==> config.mk <==
export PLATFORM = sky130hd
export DESIGN_NAME = resp_request_stream_parser_core
export DESIGN_NICKNAME = d
export VERILOG_FILES = /design/src/hw/rtl/rrsp_pkg.sv /design/src/hw/rtl/resp_request_stream_parser_core.sv /design/src/hw/rtl/rrsp_parser.sv /design/src/hw/rtl/rrsp_result_queue.sv
export SDC_FILE = /design/constraint.sdc
export NUM_CORES = 1
export LEC_CHECK = 0
export BUFFER_PORTS_ARGS = -buffer_cell sky130_fd_sc_hd__buf_2
export CAP_MARGIN = 0
export CORE_ASPECT_RATIO = 1.1
export CORE_UTILIZATION = 56
export DETAILED_ROUTE_END_ITERATION = 12
export PLACE_DENSITY = 0.75
export SLEW_MARGIN = 5
export SYNTH_ARGS = -nofsm -noshare
export SYNTH_HDL_FRONTEND = slang
export SYNTH_HIERARCHICAL = 1
export SYNTH_SLANG_ARGS = --single-unit
==> constraint.sdc <==
create_clock -name clock -period 6.15 [get_ports clock]
set_clock_uncertainty 0.1 [all_clocks]
set_input_delay 0.615 -clock clock [delete_from_list [all_inputs] [get_ports clock]]
set_output_delay 0.615 -clock clock [all_outputs]
set_load 0.01 [all_outputs]
==> src/hw/rtl/rrsp_pkg.sv <==
`timescale 1ns / 1ps
`default_nettype none

package rrsp_pkg;

   // Default widths of the configuration registers.
   localparam int unsigned COUNT_WIDTH_DEFAULT  = 16;
   localparam int unsigned LENGTH_WIDTH_DEFAULT = 32;

   // Reset values of the configuration registers.
   localparam longint unsigned MAX_ELEMENTS_RESET    = 1024;
   localparam longint unsigned MAX_BULK_LENGTH_RESET = 64 * 1024 * 1024;

   // Result queue geometry.
   localparam int unsigned QUEUE_DEPTH     = 4;
   localparam int unsigned QUEUE_PTR_WIDTH = $clog2(QUEUE_DEPTH);
   localparam int unsigned QUEUE_CNT_WIDTH = $clog2(QUEUE_DEPTH + 1);

   // Result item kinds.
   localparam logic [1:0] ITEM_ARG_BYTE = 2'd0;
   localparam logic [1:0] ITEM_END_ARG  = 2'd1;
   localparam logic [1:0] ITEM_END_CMD  = 2'd2;
   localparam logic [1:0] ITEM_ERROR    = 2'd3;

   // Error codes.
   localparam logic [2:0] ERR_EMPTY_LENGTH = 3'd0;
   localparam logic [2:0] ERR_BARE_MINUS   = 3'd1;
   localparam logic [2:0] ERR_NON_DIGIT    = 3'd2;
   localparam logic [2:0] ERR_COUNT_RANGE  = 3'd3;
   localparam logic [2:0] ERR_NO_DOLLAR    = 3'd4;
   localparam logic [2:0] ERR_LENGTH_RANGE = 3'd5;
   localparam logic [2:0] ERR_MISSING_CRLF = 3'd6;

   // Filler for fields that carry nothing in a given item kind.
   localparam logic [2:0] NO_CODE = 3'd0;
   localparam logic [7:0] NO_BYTE = 8'd0;

   typedef struct packed {
      logic [1:0] item_type;
      logic [7:0] arg_byte;
      logic [2:0] error_code;
   } rrsp_result_type;

   // Up to two results produced by one request byte.
   typedef struct packed {
      logic [1:0]      count;
      rrsp_result_type first;
      rrsp_result_type second;
   } rrsp_push_type;

   // Appends one result to a push bundle.
   function automatic rrsp_push_type add_result(rrsp_push_type p, logic [1:0] kind,
                                                logic [7:0] data, logic [2:0] code);
      rrsp_push_type   q;
      rrsp_result_type r;
      q            = p;
      r.item_type  = kind;
      r.arg_byte   = data;
      r.error_code = code;
      if (p.count == 2'd0) begin
         q.first = r;
      end else begin
         q.second = r;
      end
      q.count = p.count + 2'd1;
      return q;
   endfunction

endpackage

`default_nettype wire

==> src/hw/rtl/resp_request_stream_parser_core.sv <==
`timescale 1ns / 1ps
`default_nettype none

// Channel    Direction  Handshake            Payload
// req        in         req_valid/req_stall  req_in_byte (one request byte)
// rsp        out        rsp_valid/rsp_stall  rsp_item_type, rsp_arg_byte, rsp_error_code
// csr        in/out     APB-style, no wait   max_elements (0), max_bulk_length (1)
//
// One request byte is taken per cycle; its results enter a four-entry result queue
// and are on rsp from the next cycle, leaving at one per cycle unless rsp_stall is
// high. A byte gives up to two results, so req_stall is raised while fewer than two
// entries are free and during reset; with rsp never stalled and one result per byte
// it never rises. Reset is synchronous and returns the parser to idle with the
// registers at their defaults; after a parse error the block drops input until reset.

module resp_request_stream_parser_core #(
   parameter int unsigned COUNT_WIDTH  = rrsp_pkg::COUNT_WIDTH_DEFAULT,
   parameter int unsigned LENGTH_WIDTH = rrsp_pkg::LENGTH_WIDTH_DEFAULT,
   localparam int unsigned CSR_DATA_WIDTH = (LENGTH_WIDTH > 32 || COUNT_WIDTH > 32) ? 64 : 32,
   localparam int unsigned CSR_ALIGN      = (CSR_DATA_WIDTH == 64) ? 3 : 2,
   localparam int unsigned CSR_ADDR_WIDTH = CSR_ALIGN + 1
) (
   input  wire logic                      clock,
   input  wire logic                      reset,

   input  wire logic                      req_valid,
   output logic                           req_stall,
   input  wire logic [7:0]                req_in_byte,

   output logic                           rsp_valid,
   input  wire logic                      rsp_stall,
   output logic [1:0]                     rsp_item_type,
   output logic [7:0]                     rsp_arg_byte,
   output logic [2:0]                     rsp_error_code,

   input  wire logic                      csr_psel,
   input  wire logic                      csr_penable,
   input  wire logic                      csr_pwrite,
   input  wire logic [CSR_ADDR_WIDTH-1:0] csr_paddr,
   input  wire logic [CSR_DATA_WIDTH-1:0] csr_pwdata,
   output logic [CSR_DATA_WIDTH-1:0]      csr_prdata,
   output logic                           csr_pready
);

   logic [COUNT_WIDTH-1:0]    max_elements_ff,    max_elements_in;
   logic [LENGTH_WIDTH-1:0]   max_bulk_length_ff, max_bulk_length_in;
   logic                      csr_write;
   logic                      csr_index;
   logic                      fire;
   logic                      room;
   rrsp_pkg::rrsp_push_type   push;
   rrsp_pkg::rrsp_result_type head;

   // Register file. Low address bits select a byte lane and are ignored.
   assign csr_pready = 1'b1;
   assign csr_write  = csr_psel && csr_penable && csr_pwrite && csr_pready;
   assign csr_index  = csr_paddr[CSR_ALIGN];

   always_comb begin
      max_elements_in    = max_elements_ff;
      max_bulk_length_in = max_bulk_length_ff;
      if (csr_write) begin
         if (csr_index) begin
            max_bulk_length_in = csr_pwdata[LENGTH_WIDTH-1:0];
         end else begin
            max_elements_in = csr_pwdata[COUNT_WIDTH-1:0];
         end
      end
   end

   always_ff @(posedge clock) begin
      if (reset) begin
         max_elements_ff    <= COUNT_WIDTH'(rrsp_pkg::MAX_ELEMENTS_RESET);
         max_bulk_length_ff <= LENGTH_WIDTH'(rrsp_pkg::MAX_BULK_LENGTH_RESET);
      end else begin
         max_elements_ff    <= max_elements_in;
         max_bulk_length_ff <= max_bulk_length_in;
      end
   end

   assign csr_prdata = csr_index ? CSR_DATA_WIDTH'(max_bulk_length_ff)
                                 : CSR_DATA_WIDTH'(max_elements_ff);

   // The input is taken whenever the result queue can absorb a full byte's worth.
   // Nothing is taken while reset is held.
   assign req_stall = reset || !room;
   assign fire      = req_valid && !req_stall;

   rrsp_parser #(
      .COUNT_WIDTH  (COUNT_WIDTH),
      .LENGTH_WIDTH (LENGTH_WIDTH)
   ) u_parser (
      .clock           (clock),
      .reset           (reset),
      .fire            (fire),
      .in_byte         (req_in_byte),
      .max_elements    (max_elements_ff),
      .max_bulk_length (max_bulk_length_ff),
      .push            (push)
   );

   rrsp_result_queue u_queue (
      .clock      (clock),
      .reset      (reset),
      .push       (push),
      .room       (room),
      .out_valid  (rsp_valid),
      .out_stall  (rsp_stall),
      .out_result (head)
   );

   assign rsp_item_type  = head.item_type;
   assign rsp_arg_byte   = head.arg_byte;
   assign rsp_error_code = head.error_code;

endmodule

`default_nettype wire

==> src/hw/rtl/rrsp_parser.sv <==
`timescale 1ns / 1ps
`default_nettype none

module rrsp_parser #(
   parameter int unsigned COUNT_WIDTH  = rrsp_pkg::COUNT_WIDTH_DEFAULT,
   parameter int unsigned LENGTH_WIDTH = rrsp_pkg::LENGTH_WIDTH_DEFAULT
) (
   input  wire logic                    clock,
   input  wire logic                    reset,
   input  wire logic                    fire,
   input  wire logic [7:0]              in_byte,
   input  wire logic [COUNT_WIDTH-1:0]  max_elements,
   input  wire logic [LENGTH_WIDTH-1:0] max_bulk_length,
   output rrsp_pkg::rrsp_push_type      push
);

   localparam int unsigned ACC_WIDTH  = LENGTH_WIDTH + 1;
   localparam int unsigned PROD_WIDTH = LENGTH_WIDTH + 5;
   localparam int unsigned CMP_WIDTH  = (COUNT_WIDTH > ACC_WIDTH) ? COUNT_WIDTH : ACC_WIDTH;

   localparam logic [3:0] MODE_IDLE    = 4'd0;
   localparam logic [3:0] MODE_COUNT   = 4'd1;
   localparam logic [3:0] MODE_DOLLAR  = 4'd2;
   localparam logic [3:0] MODE_LENGTH  = 4'd3;
   localparam logic [3:0] MODE_PAYLOAD = 4'd4;
   localparam logic [3:0] MODE_PAY_CR  = 4'd5;
   localparam logic [3:0] MODE_PAY_LF  = 4'd6;
   localparam logic [3:0] MODE_INLINE  = 4'd7;
   localparam logic [3:0] MODE_DEAD    = 4'd8;

   localparam logic [7:0] CHAR_STAR   = 8'h2A;
   localparam logic [7:0] CHAR_DOLLAR = 8'h24;
   localparam logic [7:0] CHAR_MINUS  = 8'h2D;
   localparam logic [7:0] CHAR_SPACE  = 8'h20;
   localparam logic [7:0] CHAR_CR     = 8'h0D;
   localparam logic [7:0] CHAR_LF     = 8'h0A;
   localparam logic [7:0] CHAR_ZERO   = 8'h30;
   localparam logic [7:0] CHAR_NINE   = 8'h39;

   logic [3:0]              mode_ff,      mode_in;
   logic [ACC_WIDTH-1:0]    accum_ff,     accum_in;
   logic                    negative_ff,  negative_in;
   logic                    has_digit_ff, has_digit_in;
   logic [COUNT_WIDTH-1:0]  elems_ff,     elems_in;
   logic [LENGTH_WIDTH-1:0] payload_ff,   payload_in;
   logic                    held_cr_ff,   held_cr_in;
   logic                    word_open_ff, word_open_in;
   logic                    has_word_ff,  has_word_in;

   // Number line step, shared by the count and length lines.
   logic                    num_done;
   logic                    num_error;
   logic [2:0]              num_code;
   logic [ACC_WIDTH-1:0]    num_accum;
   logic                    num_negative;
   logic                    num_has_digit;
   logic                    num_held_cr;
   logic [PROD_WIDTH-1:0]   times_ten;
   logic                    is_digit;
   logic                    count_fits;
   logic                    length_fits;
   logic [COUNT_WIDTH-1:0]  elems_dec;
   logic [LENGTH_WIDTH-1:0] payload_dec;
   rrsp_pkg::rrsp_push_type push_v;

   assign is_digit  = (in_byte >= CHAR_ZERO) && (in_byte <= CHAR_NINE);
   assign times_ten = (PROD_WIDTH'(accum_ff) << 3) + (PROD_WIDTH'(accum_ff) << 1)
                    + PROD_WIDTH'(in_byte[3:0]);

   always_comb begin
      num_done      = 1'b0;
      num_error     = 1'b0;
      num_code      = rrsp_pkg::ERR_NON_DIGIT;
      num_accum     = accum_ff;
      num_negative  = negative_ff;
      num_has_digit = has_digit_ff;
      num_held_cr   = held_cr_ff;
      if (held_cr_ff) begin
         num_held_cr = 1'b0;
         if (in_byte != CHAR_LF) begin
            num_error = 1'b1;
         end else if (!has_digit_ff) begin
            num_error = 1'b1;
            num_code  = negative_ff ? rrsp_pkg::ERR_BARE_MINUS : rrsp_pkg::ERR_EMPTY_LENGTH;
         end else begin
            num_done = 1'b1;
         end
      end else if (in_byte == CHAR_CR) begin
         num_held_cr = 1'b1;
      end else if (in_byte == CHAR_MINUS && !negative_ff && !has_digit_ff) begin
         num_negative = 1'b1;
      end else if (is_digit) begin
         // Saturate at all ones; such a value is above every limit.
         if (|times_ten[PROD_WIDTH-1:ACC_WIDTH]) begin
            num_accum = '1;
         end else begin
            num_accum = times_ten[ACC_WIDTH-1:0];
         end
         num_has_digit = 1'b1;
      end else begin
         num_error = 1'b1;
      end
   end

   // Minus zero is zero; any other negative value is out of range.
   assign count_fits  = !(negative_ff && accum_ff != '0)
                      && (CMP_WIDTH'(accum_ff) <= CMP_WIDTH'(max_elements));
   assign length_fits = !(negative_ff && accum_ff != '0)
                      && (accum_ff <= ACC_WIDTH'(max_bulk_length));
   assign elems_dec   = elems_ff - COUNT_WIDTH'(1);
   assign payload_dec = payload_ff - LENGTH_WIDTH'(1);

   always_comb begin
      mode_in      = mode_ff;
      accum_in     = accum_ff;
      negative_in  = negative_ff;
      has_digit_in = has_digit_ff;
      elems_in     = elems_ff;
      payload_in   = payload_ff;
      held_cr_in   = held_cr_ff;
      word_open_in = word_open_ff;
      has_word_in  = has_word_ff;
      push_v       = '0;

      case (mode_ff)
         MODE_IDLE: begin
            accum_in     = '0;
            negative_in  = 1'b0;
            has_digit_in = 1'b0;
            held_cr_in   = 1'b0;
            word_open_in = 1'b0;
            has_word_in  = 1'b0;
            if (in_byte == CHAR_STAR) begin
               mode_in = MODE_COUNT;
            end else begin
               mode_in = MODE_INLINE;
               if (in_byte == CHAR_CR) begin
                  held_cr_in = 1'b1;
               end else if (in_byte != CHAR_SPACE) begin
                  push_v = rrsp_pkg::add_result(push_v, rrsp_pkg::ITEM_ARG_BYTE, in_byte,
                                                rrsp_pkg::NO_CODE);
                  word_open_in = 1'b1;
                  has_word_in  = 1'b1;
               end
            end
         end
         MODE_INLINE: begin
            if (held_cr_ff && in_byte == CHAR_LF) begin
               held_cr_in = 1'b0;
               if (word_open_ff) begin
                  push_v = rrsp_pkg::add_result(push_v, rrsp_pkg::ITEM_END_ARG,
                                                rrsp_pkg::NO_BYTE, rrsp_pkg::NO_CODE);
               end
               if (has_word_ff) begin
                  push_v = rrsp_pkg::add_result(push_v, rrsp_pkg::ITEM_END_CMD,
                                                rrsp_pkg::NO_BYTE, rrsp_pkg::NO_CODE);
               end
               word_open_in = 1'b0;
               has_word_in  = 1'b0;
               mode_in      = MODE_IDLE;
            end else begin
               // A held CR without LF is an ordinary word byte.
               if (held_cr_ff) begin
                  push_v = rrsp_pkg::add_result(push_v, rrsp_pkg::ITEM_ARG_BYTE, CHAR_CR,
                                                rrsp_pkg::NO_CODE);
               end
               held_cr_in = 1'b0;
               if (in_byte == CHAR_CR) begin
                  held_cr_in   = 1'b1;
                  word_open_in = word_open_ff || held_cr_ff;
                  has_word_in  = has_word_ff || held_cr_ff;
               end else if (in_byte == CHAR_SPACE) begin
                  if (word_open_ff || held_cr_ff) begin
                     push_v = rrsp_pkg::add_result(push_v, rrsp_pkg::ITEM_END_ARG,
                                                   rrsp_pkg::NO_BYTE, rrsp_pkg::NO_CODE);
                  end
                  word_open_in = 1'b0;
                  has_word_in  = has_word_ff || held_cr_ff;
               end else begin
                  push_v = rrsp_pkg::add_result(push_v, rrsp_pkg::ITEM_ARG_BYTE, in_byte,
                                                rrsp_pkg::NO_CODE);
                  word_open_in = 1'b1;
                  has_word_in  = 1'b1;
               end
            end
         end
         MODE_COUNT: begin
            accum_in     = num_accum;
            negative_in  = num_negative;
            has_digit_in = num_has_digit;
            held_cr_in   = num_held_cr;
            if (num_error) begin
               push_v = rrsp_pkg::add_result(push_v, rrsp_pkg::ITEM_ERROR,
                                             rrsp_pkg::NO_BYTE, num_code);
               mode_in = MODE_DEAD;
            end else if (num_done) begin
               if (!count_fits) begin
                  push_v = rrsp_pkg::add_result(push_v, rrsp_pkg::ITEM_ERROR,
                                                rrsp_pkg::NO_BYTE, rrsp_pkg::ERR_COUNT_RANGE);
                  mode_in = MODE_DEAD;
               end else begin
                  elems_in = COUNT_WIDTH'(accum_ff);
                  mode_in  = (COUNT_WIDTH'(accum_ff) == '0) ? MODE_IDLE : MODE_DOLLAR;
               end
            end
         end
         MODE_DOLLAR: begin
            if (in_byte != CHAR_DOLLAR) begin
               push_v = rrsp_pkg::add_result(push_v, rrsp_pkg::ITEM_ERROR,
                                             rrsp_pkg::NO_BYTE, rrsp_pkg::ERR_NO_DOLLAR);
               mode_in = MODE_DEAD;
            end else begin
               accum_in     = '0;
               negative_in  = 1'b0;
               has_digit_in = 1'b0;
               held_cr_in   = 1'b0;
               mode_in      = MODE_LENGTH;
            end
         end
         MODE_LENGTH: begin
            accum_in     = num_accum;
            negative_in  = num_negative;
            has_digit_in = num_has_digit;
            held_cr_in   = num_held_cr;
            if (num_error) begin
               push_v = rrsp_pkg::add_result(push_v, rrsp_pkg::ITEM_ERROR,
                                             rrsp_pkg::NO_BYTE, num_code);
               mode_in = MODE_DEAD;
            end else if (num_done) begin
               if (!length_fits) begin
                  push_v = rrsp_pkg::add_result(push_v, rrsp_pkg::ITEM_ERROR,
                                                rrsp_pkg::NO_BYTE, rrsp_pkg::ERR_LENGTH_RANGE);
                  mode_in = MODE_DEAD;
               end else begin
                  payload_in = accum_ff[LENGTH_WIDTH-1:0];
                  mode_in    = (accum_ff[LENGTH_WIDTH-1:0] == '0) ? MODE_PAY_CR : MODE_PAYLOAD;
               end
            end
         end
         MODE_PAYLOAD: begin
            push_v = rrsp_pkg::add_result(push_v, rrsp_pkg::ITEM_ARG_BYTE, in_byte,
                                          rrsp_pkg::NO_CODE);
            payload_in = payload_dec;
            if (payload_dec == '0) begin
               mode_in = MODE_PAY_CR;
            end
         end
         MODE_PAY_CR: begin
            if (in_byte != CHAR_CR) begin
               push_v = rrsp_pkg::add_result(push_v, rrsp_pkg::ITEM_ERROR,
                                             rrsp_pkg::NO_BYTE, rrsp_pkg::ERR_MISSING_CRLF);
               mode_in = MODE_DEAD;
            end else begin
               mode_in = MODE_PAY_LF;
            end
         end
         MODE_PAY_LF: begin
            if (in_byte != CHAR_LF) begin
               push_v = rrsp_pkg::add_result(push_v, rrsp_pkg::ITEM_ERROR,
                                             rrsp_pkg::NO_BYTE, rrsp_pkg::ERR_MISSING_CRLF);
               mode_in = MODE_DEAD;
            end else begin
               push_v = rrsp_pkg::add_result(push_v, rrsp_pkg::ITEM_END_ARG,
                                             rrsp_pkg::NO_BYTE, rrsp_pkg::NO_CODE);
               elems_in = elems_dec;
               if (elems_dec == '0) begin
                  push_v = rrsp_pkg::add_result(push_v, rrsp_pkg::ITEM_END_CMD,
                                                rrsp_pkg::NO_BYTE, rrsp_pkg::NO_CODE);
                  mode_in = MODE_IDLE;
               end else begin
                  mode_in = MODE_DOLLAR;
               end
            end
         end
         default: begin
            // After an error every byte is dropped until reset.
            mode_in = MODE_DEAD;
         end
      endcase
   end

   always_ff @(posedge clock) begin
      if (reset) begin
         mode_ff      <= MODE_IDLE;
         accum_ff     <= '0;
         negative_ff  <= 1'b0;
         has_digit_ff <= 1'b0;
         elems_ff     <= '0;
         payload_ff   <= '0;
         held_cr_ff   <= 1'b0;
         word_open_ff <= 1'b0;
         has_word_ff  <= 1'b0;
      end else if (fire) begin
         mode_ff      <= mode_in;
         accum_ff     <= accum_in;
         negative_ff  <= negative_in;
         has_digit_ff <= has_digit_in;
         elems_ff     <= elems_in;
         payload_ff   <= payload_in;
         held_cr_ff   <= held_cr_in;
         word_open_ff <= word_open_in;
         has_word_ff  <= has_word_in;
      end
   end

   always_comb begin
      push       = push_v;
      push.count = fire ? push_v.count : 2'd0;
   end

endmodule

`default_nettype wire

==> src/hw/rtl/rrsp_result_queue.sv <==
`timescale 1ns / 1ps
`default_nettype none

module rrsp_result_queue (
   input  wire logic                    clock,
   input  wire logic                    reset,
   input  wire rrsp_pkg::rrsp_push_type push,
   output logic                         room,
   output logic                         out_valid,
   input  wire logic                    out_stall,
   output rrsp_pkg::rrsp_result_type    out_result
);

   localparam int unsigned PTR_W = rrsp_pkg::QUEUE_PTR_WIDTH;
   localparam int unsigned CNT_W = rrsp_pkg::QUEUE_CNT_WIDTH;

   rrsp_pkg::rrsp_result_type entry_ff [rrsp_pkg::QUEUE_DEPTH];
   logic [PTR_W-1:0] wr_ptr_ff, wr_ptr_in;
   logic [PTR_W-1:0] rd_ptr_ff, rd_ptr_in;
   logic [CNT_W-1:0] count_ff,  count_in;
   logic [PTR_W-1:0] wr_next;
   logic             pop;

   assign pop        = out_valid && !out_stall;
   assign out_valid  = count_ff != '0;
   assign out_result = entry_ff[rd_ptr_ff];
   // A byte may produce two results, so two free entries are needed to take it.
   assign room       = count_ff <= CNT_W'(rrsp_pkg::QUEUE_DEPTH - 2);

   assign wr_next   = wr_ptr_ff + PTR_W'(1);
   assign wr_ptr_in = wr_ptr_ff + PTR_W'(push.count);
   assign rd_ptr_in = rd_ptr_ff + PTR_W'(pop);
   assign count_in  = count_ff + CNT_W'(push.count) - CNT_W'(pop);

   always_ff @(posedge clock) begin
      if (push.count != 2'd0) begin
         entry_ff[wr_ptr_ff] <= push.first;
      end
      if (push.count == 2'd2) begin
         entry_ff[wr_next] <= push.second;
      end
   end

   always_ff @(posedge clock) begin
      if (reset) begin
         wr_ptr_ff <= '0;
         rd_ptr_ff <= '0;
         count_ff  <= '0;
      end else begin
         wr_ptr_ff <= wr_ptr_in;
         rd_ptr_ff <= rd_ptr_in;
         count_ff  <= count_in;
      end
   end

endmodule

`default_nettype wire

==> reports/metrics.cfg <==
[worst_setup_path]
worst_path_largest_cell_delay_ns = 0.76
critPathLaunchType = flip-flop
slowest_stage = a221oi_1
crit_top_cell = nor4_1
crit_type = reg2reg
end_kind = flip-flop
required_ns = 6.15
worstReg2RegStart = u_parser/accum_ff[11]$_SDFFE_PP0P_
path_cells = ha_1 -> nand2_1 -> nor4_1 -> o21ai_0 -> a31o_2 -> a221oi_1 -> nor4_1 -> a31oi_1 -> nand4_1 -> a21oi_1 -> nor2b_2 -> and3b_1 -> a21o_1
timing.critical_path.from = u_parser/accum_ff[11]$_SDFFE_PP0P_
crit_buf_inv = 0
crit_family = compound AO/OA/AOI/OAI gates
path_max_fanout = 14
worstPathArrival_ns = 5.24

[final_layout]
synthToLayoutAreaGrowth_pct = 7.81
antenna_cells = 0
drive_gt1_share_pct = 15.3
fin_cells = 2153
fillerInstances = 2366
final_util_pct = 61.9
finalNetCount = 1963

[clock_network]
clock_latency_ns = 0.45
cts_tree = done
clockRootBuffer = clkbuf_16
clkSlewWorstSetupHoldPaths_ns = 0.08
clock-sinks = 197
postCtsHoldBufs = 0
cts_htree_levels = 4
post_cts_buffers = 0
cts_buffers = 17
cts_resized = 0
ctsLongestPathBuffers = 2

[yosys]
synth_common_cells = 158 x nand2_1, 153 x a21oi_1, 145 x dfxtp_1, 122 x ha_1, 113 x nor2_1
yosysMostFrequentCell = nand2_1
synth_edf_count = 52
ys_types = 90
synthDominantCellAreaShare_pct = 19.3
syn_area_sq_um = 15000
avgSynthCellArea_sq_um = 8.61
synth.largest_area_cell = dfxtp_1
ys_seq_elements = 197
synth.top_cells.by_area = dfxtp_1 19%, edfxtp_1 10%, ha_1 10%, a21oi_1 5.1%, mux2_2 4.3%
ys_seq_area_share_pct = 29.7
async_reset_ff_share_pct = 0
ys.flop_type = dfxtp_1
netlist_instances = 1747
ys.warnings.count = 6

[route]
antenna_left = 0
routed_wl_mm = 40.7
route.met2.wl_mm = 19.2
first_pass_iters = 5
drt_iter0_drc = 1184
num_vias = 13600
highest_layer = met4
vias_per_cell = 6.30
met1_length_mm = 17.3
drt-wirelength-per-cell_um = 18.9
dr_wl_met3_mm = 2.67
drc = 0

[sta]
finalWorstSetupSlack_ns = 0.917
final_hold_viol_count = 0
fmax_ghz = 0.191
period_share_pct = 85.1
slew_headroom_pct = 26.9
setup_viol = 0
tightestPinTransition_ns = 1.09
tns_ns = 0
period_minus_slack_ns = 5.23
grt_setup_unrepaired = false
slew_violations = 0

[pwr]
power_density_nw_per_um2 = 216
combPwrFrac_pct = 25.0
power.leakage_nw = 6.71
finalPower_w = 0.00350
peakVddDrop_uv = 175
power_frac_clock_pct = 32.5
p_seq_share_pct = 42.4
power.internal_w = 0.00236
p_switching_w = 0.00114
swShare_pct = 32.6

[place]
io_buffers = 94
hpwl_mm = 29.6
routabilityCongestion = 0.975
pre_cts_ws_ns = 1.06
dp_cells = 2121

[global_route]
antenna_found_initial = 0
gr-total-overflow = 0
grt_max_degree = 103
grt_pass1_vias = 12900
grt_pass1_wl_mm = 65.8
grt_usage_pct = 30.0

[die]
coreArea_sq_um = 26200
die_area_sq_um = 27500
die_y_um = 174
io_pins = 98
fp.dieW_um = 158
placementRows = 62
start_util_pct = 57.4

[outcome]
status = finished clean

[min_path]
hp-start = csr_pwdata[19]
hold_path.class = in2reg

[run]
drv_cap = 0

[state kept, by name, summed over array words and instances, names as in the netlist, 3 cells and up]
signal,flops
u_parser/accum_ff,33
u_queue/count_ff,3
u_parser/payload_ff,32
u_queue/entry_ff,52
max_bulk_length_ff,32
u_parser/mode_ff,4
max_elements_ff,16
u_parser/elems_ff,16
[layer usage]
layer	vias up	global-route usage [%]
met4	0	13.0
li1	6510	-
met1	6385	38.2
met2	561	49.8
met5	-	0
met3	101	4.64
[metrics by stage]
stage	area (sq um)	hold slack [ns]
2_1_floorplan	15100	0.344
3_3_place_gp	15600	0.356
3_5_place_dp	15600	0.369
4_1_cts	16200	0.314
5_1_grt	16200	0.320
6_report	16200	0.317
[worst register-to-register path, cell delays in order (launching register included)]
cell	delay, ns
dfxtp_1	0.66
ha_1	0.20
nand2_1	0.08
nor4_1	0.38
o21ai_0	0.17
a31o_2	0.23
a221oi_1	0.76
nor4_1	0.14
a31oi_1	0.18
nand4_1	0.23
a21oi_1	0.62
nor2b_2	0.14
and3b_1	0.50
a21o_1	0.52
[final timing paths]
path                                     endpoint  cells past startpoint  slack [ns]
max              u_queue/entry_ff[2][6]$_DFFE_PP_                     13        0.92
min           max_bulk_length_ff[19]$_SDFFE_PP0P_                      3        0.32
max reg2reg      u_queue/entry_ff[2][6]$_DFFE_PP_                     13        0.92
min reg2reg  u_parser/payload_ff[31]$_SDFFE_PP0P_                      2        0.37
[area by class of cell]
class	count	area (sq um)	share of cell area, %
Clock buffer	18	450	2.78
Clock inverter	14	145	0.895
Inverter	72	270	1.67
Multi-Input combinational cell	1381	9790	60.4
Sequential cell	197	4460	27.5
Tap cell	352	440	2.71
Timing Repair Buffer	119	661	4.07
[layout by cell type, fill, tap and decap left out, types with 52 or more instances in the layout]
cell type and n:
a21oi_1 153, dfxtp_1 145, buf_2 93, mux2i_1 52, nand2_1 158, edfxtp_1 52
nor2_1 113, ha_1 122, o21ai_0 91, nand2b_1 90, inv_1 71, mux2_2 58
[power groups by stage]
stage / combinational, W / sequential (W) / clock [W]
after detailed placement: 0.000863 / 0.00152 / 0
after global placement: 0.000844 / 0.00151 / 0
final: 0.000878 / 0.00149 / 0.00114
after CTS: 0.000870 / 0.00149 / 0.00115
after floorplan: 0.000698 / 0.00146 / 0
after global routing: 0.000970 / 0.00150 / 0.00120
[kinds of logic after synthesis]
group / share of synthesized area [%]
AO/OA/AOI/OAI: 19.0
XOR/XNOR: 2.39
adder cells (fa/ha/maj): 10.5
buffers and inverters: 5.38
flip-flops: 29.7
multiplexers: 10.7
other: 0.0499
AND/OR/NAND/NOR: 22.2
No activity file was read; power rests on OpenSTA's default activity.
